--- config.mk ---
export PLATFORM = sky130hd
export DESIGN_NAME = pirl_cell
export DESIGN_NICKNAME = d
export VERILOG_FILES = /design/src/hdl/pirl_pkg.sv /design/src/hdl/pirl_cell.sv
export SDC_FILE = /design/constraint.sdc
export NUM_CORES = 1
export LEC_CHECK = 0
export ABC_AREA = 1
export BUFFER_PORTS_ARGS = -buffer_cell sky130_fd_sc_hd__buf_2
export CORE_UTILIZATION = 40
export DETAILED_ROUTE_END_ITERATION = 8
export PLACE_DENSITY_LB_ADDON = 0.2
export SYNTH_ARGS = -nofsm -noshare
export SYNTH_HDL_FRONTEND = slang
export SYNTH_SLANG_ARGS = --single-unit
export TNS_END_PERCENT = 10
--- constraint.sdc ---
create_clock -name clk -period 6.4 [get_ports clk]
set_clock_uncertainty 0.05 [all_clocks]
set_input_delay 0.96 -clock clk [delete_from_list [all_inputs] [get_ports clk]]
set_output_delay 0.96 -clock clk [all_outputs]
set_load 0.02 [all_outputs]
--- src/hdl/pirl_pkg.sv ---
`timescale 1ns / 1ps
`default_nettype none

package pirl_pkg;

  // Default sizing of the list.
  localparam int DEPTH_DEF      = 64;
  localparam int DATA_WIDTH_DEF = 32;

  // Fixed field widths of the channels.
  localparam int CMD_W   = 3;
  localparam int POS_W   = 6;
  localparam int ITEM_W  = 32;
  localparam int RES_W   = 32;
  localparam int STAT_W  = 2;
  localparam int COUNT_W = 7;

  typedef enum logic [CMD_W-1:0] {
    CMD_INSERT_AT  = 3'd0,
    CMD_REMOVE_AT  = 3'd1,
    CMD_REPLACE_AT = 3'd2,
    CMD_READ_AT    = 3'd3,
    CMD_PUSH       = 3'd4,
    CMD_POP        = 3'd5,
    CMD_TOP        = 3'd6
  } cmd_t;

  typedef enum logic [STAT_W-1:0] {
    ST_OK    = 2'd0,
    ST_RANGE = 2'd1,
    ST_FULL  = 2'd2,
    ST_EMPTY = 2'd3
  } status_t;

  // Broadcast control to every cell of the row.
  typedef struct packed {
    logic shift_up;    // open a gap at the target position
    logic shift_down;  // close the gap at the target position
    logic wr;          // overwrite the target cell
    logic rd;          // target cell drives the read bus
  } cell_ctrl_t;

endpackage

`default_nettype wire

--- src/hdl/pirl_cell.sv ---
`timescale 1ns / 1ps
`default_nettype none

module pirl_cell #(
  parameter int IDX        = 0,
  parameter int CW         = 7,
  parameter int DATA_WIDTH = 32
) (
  input  wire                        clk,
  input  wire  pirl_pkg::cell_ctrl_t ctrl,
  input  wire  [CW-1:0]              tgt_pos,
  input  wire  [DATA_WIDTH-1:0]      wdata,
  input  wire  [DATA_WIDTH-1:0]      left_q,
  input  wire  [DATA_WIDTH-1:0]      right_q,
  output logic [DATA_WIDTH-1:0]      q,
  output logic [DATA_WIDTH-1:0]      rd_data
);
  import pirl_pkg::*;

  localparam logic [CW-1:0] MY_IDX = CW'(IDX);

  logic [DATA_WIDTH-1:0] entry_r;
  logic [DATA_WIDTH-1:0] entry_nxt;
  logic                  at_tgt;
  logic                  above_tgt;

  assign at_tgt    = (MY_IDX == tgt_pos);
  assign above_tgt = (MY_IDX > tgt_pos);

  always_comb begin
    entry_nxt = entry_r;
    if (ctrl.shift_up) begin
      if (above_tgt) begin
        entry_nxt = left_q;
      end else if (at_tgt) begin
        entry_nxt = wdata;
      end
    end else if (ctrl.shift_down) begin
      if (above_tgt || at_tgt) begin
        entry_nxt = right_q;
      end
    end else if (ctrl.wr && at_tgt) begin
      entry_nxt = wdata;
    end
  end

  always_ff @(posedge clk) begin
    entry_r <= entry_nxt;
  end

  assign q       = entry_r;
  assign rd_data = (ctrl.rd && at_tgt) ? entry_r : '0;

endmodule

`default_nettype wire

* After elaboration in Yosys (flattened, before gate mapping)
Index checks and enable logic that the tools add are counted.
** Word-level totals
- Register bits after elaboration :: 32
- Input bits :: 108
- Output and inout port bits :: 64
** Cells by class
- Muxes and demuxes :: 7
- Reduce and logical (&&, ||, !) cells :: 6
- Order comparisons :: 1
- Equality and inequality tests :: 2
** Operators with widths (number)
- 32-bit two-way mux :: 7
- 1-bit by 7-bit > comparator with 1-bit output, first input constant :: 1
- 7-bit zero test :: 1
- 3-bit by 1-bit inequality test with 1-bit output, second input constant :: 2
- 3-bit AND reduction :: 1
- 3-bit nonzero test :: 1
- 1-bit logical AND :: 2
- 1-bit logical OR :: 1

* Logic depth before layout (Yosys ltp)
- Word-level depth :: 5
- Mapped depth :: 6
- Depth with buffers taken out :: 5

* Worst setup path after synthesis
OpenSTA, ideal clock, no wires.
- Path type :: input to register
- Start :: in tgt_pos[2]
- End :: reg entry_r[0], in the netlist q[0], enable pin
- Stages :: 5
- Required time :: 5.929 ns
- Slack :: 3.299 ns
- Arrival :: 2.630 ns
- Path through :: inv_1 > nand2_1 > nor2_2 > nand2_1 > nor2_1
** Between the ends
- Word-level cells in the longest chain between the ends :: 4
** Ends and longest elaborated chain
- start: declaration :: line pirl_cell.sv:11 : input wire [CW-1:0] tgt_pos,
- 1-bit by 7-bit > comparator with 1-bit output or 7-bit zero test (tied branches) :: line pirl_cell.sv:28, pirl_cell.sv:27
- 1-bit logical OR or 1-bit logical AND (tied branches) :: line pirl_cell.sv:39, pirl_cell.sv:42
- 3-bit by 1-bit inequality test with 1-bit output (no source line) or 3-bit nonzero test (tied branches)
- 3-bit AND reduction (no source line) *
- end signal: assignment :: line pirl_cell.sv:48 : entry_r <= entry_nxt;
- end: declaration :: line pirl_cell.sv:22 : logic [DATA_WIDTH-1:0] entry_r;
Mark *: on every way between the ends. The rest lies on a longest branch, timed or not.
A chain may end at the register's enable or synchronous reset.

* Final worst setup path
- Start :: in tgt_pos[6]
- End :: out rd_data[0]
** Between the ends
- Word-level cells in the longest chain between the ends :: 3
** Ends and longest elaborated chain
- 7-bit zero test :: line pirl_cell.sv:27 : assign at_tgt = (MY_IDX == tgt_pos);
- 1-bit logical AND :: line pirl_cell.sv:52 : assign rd_data = (ctrl.rd && at_tgt) ? entry_r : '0;
- 32-bit two-way mux :: line pirl_cell.sv:52
- end: declaration :: line pirl_cell.sv:16 : output logic [DATA_WIDTH-1:0] rd_data
Every way passes these cells.

==> metrics.txt <==
status=complete, no violations; Synth Area in Compound Gates=0; Post-Syn Nets=330; total gr overflow=0; first-pass GRT wire length=7.31 mm; Buf/Inv on CP=3; Yosys reg bits=32; CTS H-Tree Depth=2; Hold Violations, Final=0; Slew @ Worst Pin=1.09 ns; fin crit period=3.21 ns; MaxCap Viol Count=0; Yosys warning count=0; synthesized cell area=around 1900 sq um; Starting Density=0.422; RSZ-0062 raised after global routing=no; post-cts resize count=0; initial DRC count=98; synth top area cells=edfxtp_1 (52%), nand2_1 (14%), nor2_2 (10%); worst min path class=primary input to register; simple-gate share of the synthesized area=0.356; WP data arrival=2.20 ns; Mapped Avg Cell Area=~8.4 sq um; Reg clk slew, reported paths=0.07 ns; Area Overhead vs Synth=40.8%; Reg area=961 sq um; CTS buffer count=5; drt drc=0; routed wire length=4.44 mm; Crit path required time=5.39 ns; CP Cell Sequence=buf_2 -> inv_1 -> nand2_1 -> nor2_2 -> nand3_4 -> nor2_1 -> buf_2; First-pass DRT Iterations=4; vias=1819; mux contribution to synthesized area=0; Die H=70.2 um; die area=4930 sq um; final setup fails=0; root buffer cell=clkbuf_8; core area=4410 sq um; Pwr Density=166 nW/um^2; fmax=0.312 GHz; routability congestion estimate=0.747; VDD IR max=0.0917 mV; clock sinks=32; number of global-route vias before repair=1744; largest family of logic cells by synthesized area=simple AND/OR/NAND/NOR gates; layout cell share with drive strength beyond 1=0.506; largest net degree at the start of global routing=35; post-synthesis xor/xnor area fraction=0; cell mode on critical path=buf_2; adder-cell share of the synthesized area=0; Filler Cell Count=roughly 410; CP peak stage delay=0.44 ns; Cell Rows=24; Crit Path Max Fanout=32; slew margin rel.=0.274; setup TNS=0 ns; register area share after synthesis=0.516; Ant. Diodes=0; P_leak=about 1.5 nW; Yosys top cell area share=0.516; Via-to-Cell Ratio=4.46; Worst Setup Start Kind=primary input; Port Buffer Count=139; Ports=around 170; Final Max Tran Viols=0; Die Wd=70.2 um; DP HPWL=approximately 3.2 mm; cell taking the most area after synthesis=edfxtp_1; Tot Pwr=roughly 0.43 mW; DR WL/cell=10.9 um; CTS max path bufs=2; slowest stage cell, crit path=nand3_4; initial antenna violation count=0; critical path type=primary input to output port; Multi-input gate area=671 sq um; post-synth cell types=12; Setup crit start=tgt_pos[6]; number of flip-flops in the largest register=32; GR Util All Layers=0.186; post-cts hold buffer count=0; period utilization=0.501; Synth Instances=222; min-delay src=wdata[4]; Antenna Violating Nets Remaining=0; CP top delay family=simple AND/OR/NAND/NOR gates; Final nets=between 400 and 500; postcts setup bufs=0; CTS tree=yes; critical path endpoint category=output port
[power breakdown]
part           internal [mW]  switching [mW]
sequential             0.234        0.000581
clock                 0.0737          0.0710
combinational         0.0262          0.0293
[final timing paths]
check	endpoint	slack, ns	cells after the start
max	rd_data[0]	3.19	7
min	q[4]$_DFFE_PP_	0.89	3
[per-stage QoR]
step | instances | setup WS (ns) | area [sq um] | hold slack, ns | utilization
after detailed placement | 400 | 2.98 | 2540 | 1.18 | 0.575
after global placement | 400 | 2.97 | 2540 | 1.17 | 0.575
after floorplan | 222 | 3.30 | 1860 | 1.09 | -
final | 408 | 3.19 | 2620 | 0.891 | 0.594
after CTS | 408 | 3.17 | 2620 | 0.884 | 0.594
after global routing | 408 | 3.01 | 2620 | 0.898 | 0.594
[cell usage after synthesis]
master    number
nand2_1       69
inv_1         39
edfxtp_1      32
nand3_1       32
nor2_2        30
buf_2          7
buf_4          3
buf_6          3
nor2_1         3
nor2_4         2
nand3_4        1
nor3_1         1
[cell usage in the layout (no fill, tap or decap)]
master and n:
buf_2 139, nand2_1 69, inv_1 39, nand3_1 32
edfxtp_1 32, nor2_2 30, clkbuf_8 5, nor2_4 3
nor2_1 2, clkinv_2 2, nand3_4 1, nor3_1 1
clkinv_1 1
[cells by family after synthesis]
| family | after synthesis |
|---|---|
| simple gates | 138 |
| buf+inv | 52 |
| flops | 32 |
[metal layers]
layer | up-vias | global-route usage | part of all wire
li1 | 946 | - | -
met1 | 789 | 0.204 | 0.40
met2 | 80 | 0.347 | 0.52
met3 | 4 | 0.0375 | 0.061
met4 | 0 | 0.0733 | 0.0099
met5 | - | 0 | 0
[final cells by class]
class | instances | area share
clock buffers | 5 | 0.0263
clock inverters | 3 | 0.00525
inverters | 39 | 0.0558
multi-input cells | 138 | 0.256
flip-flops and latches | 32 | 0.367
well taps | 52 | 0.0248
repair buffers | 139 | 0.265
(Power assumes the default switching activity.)
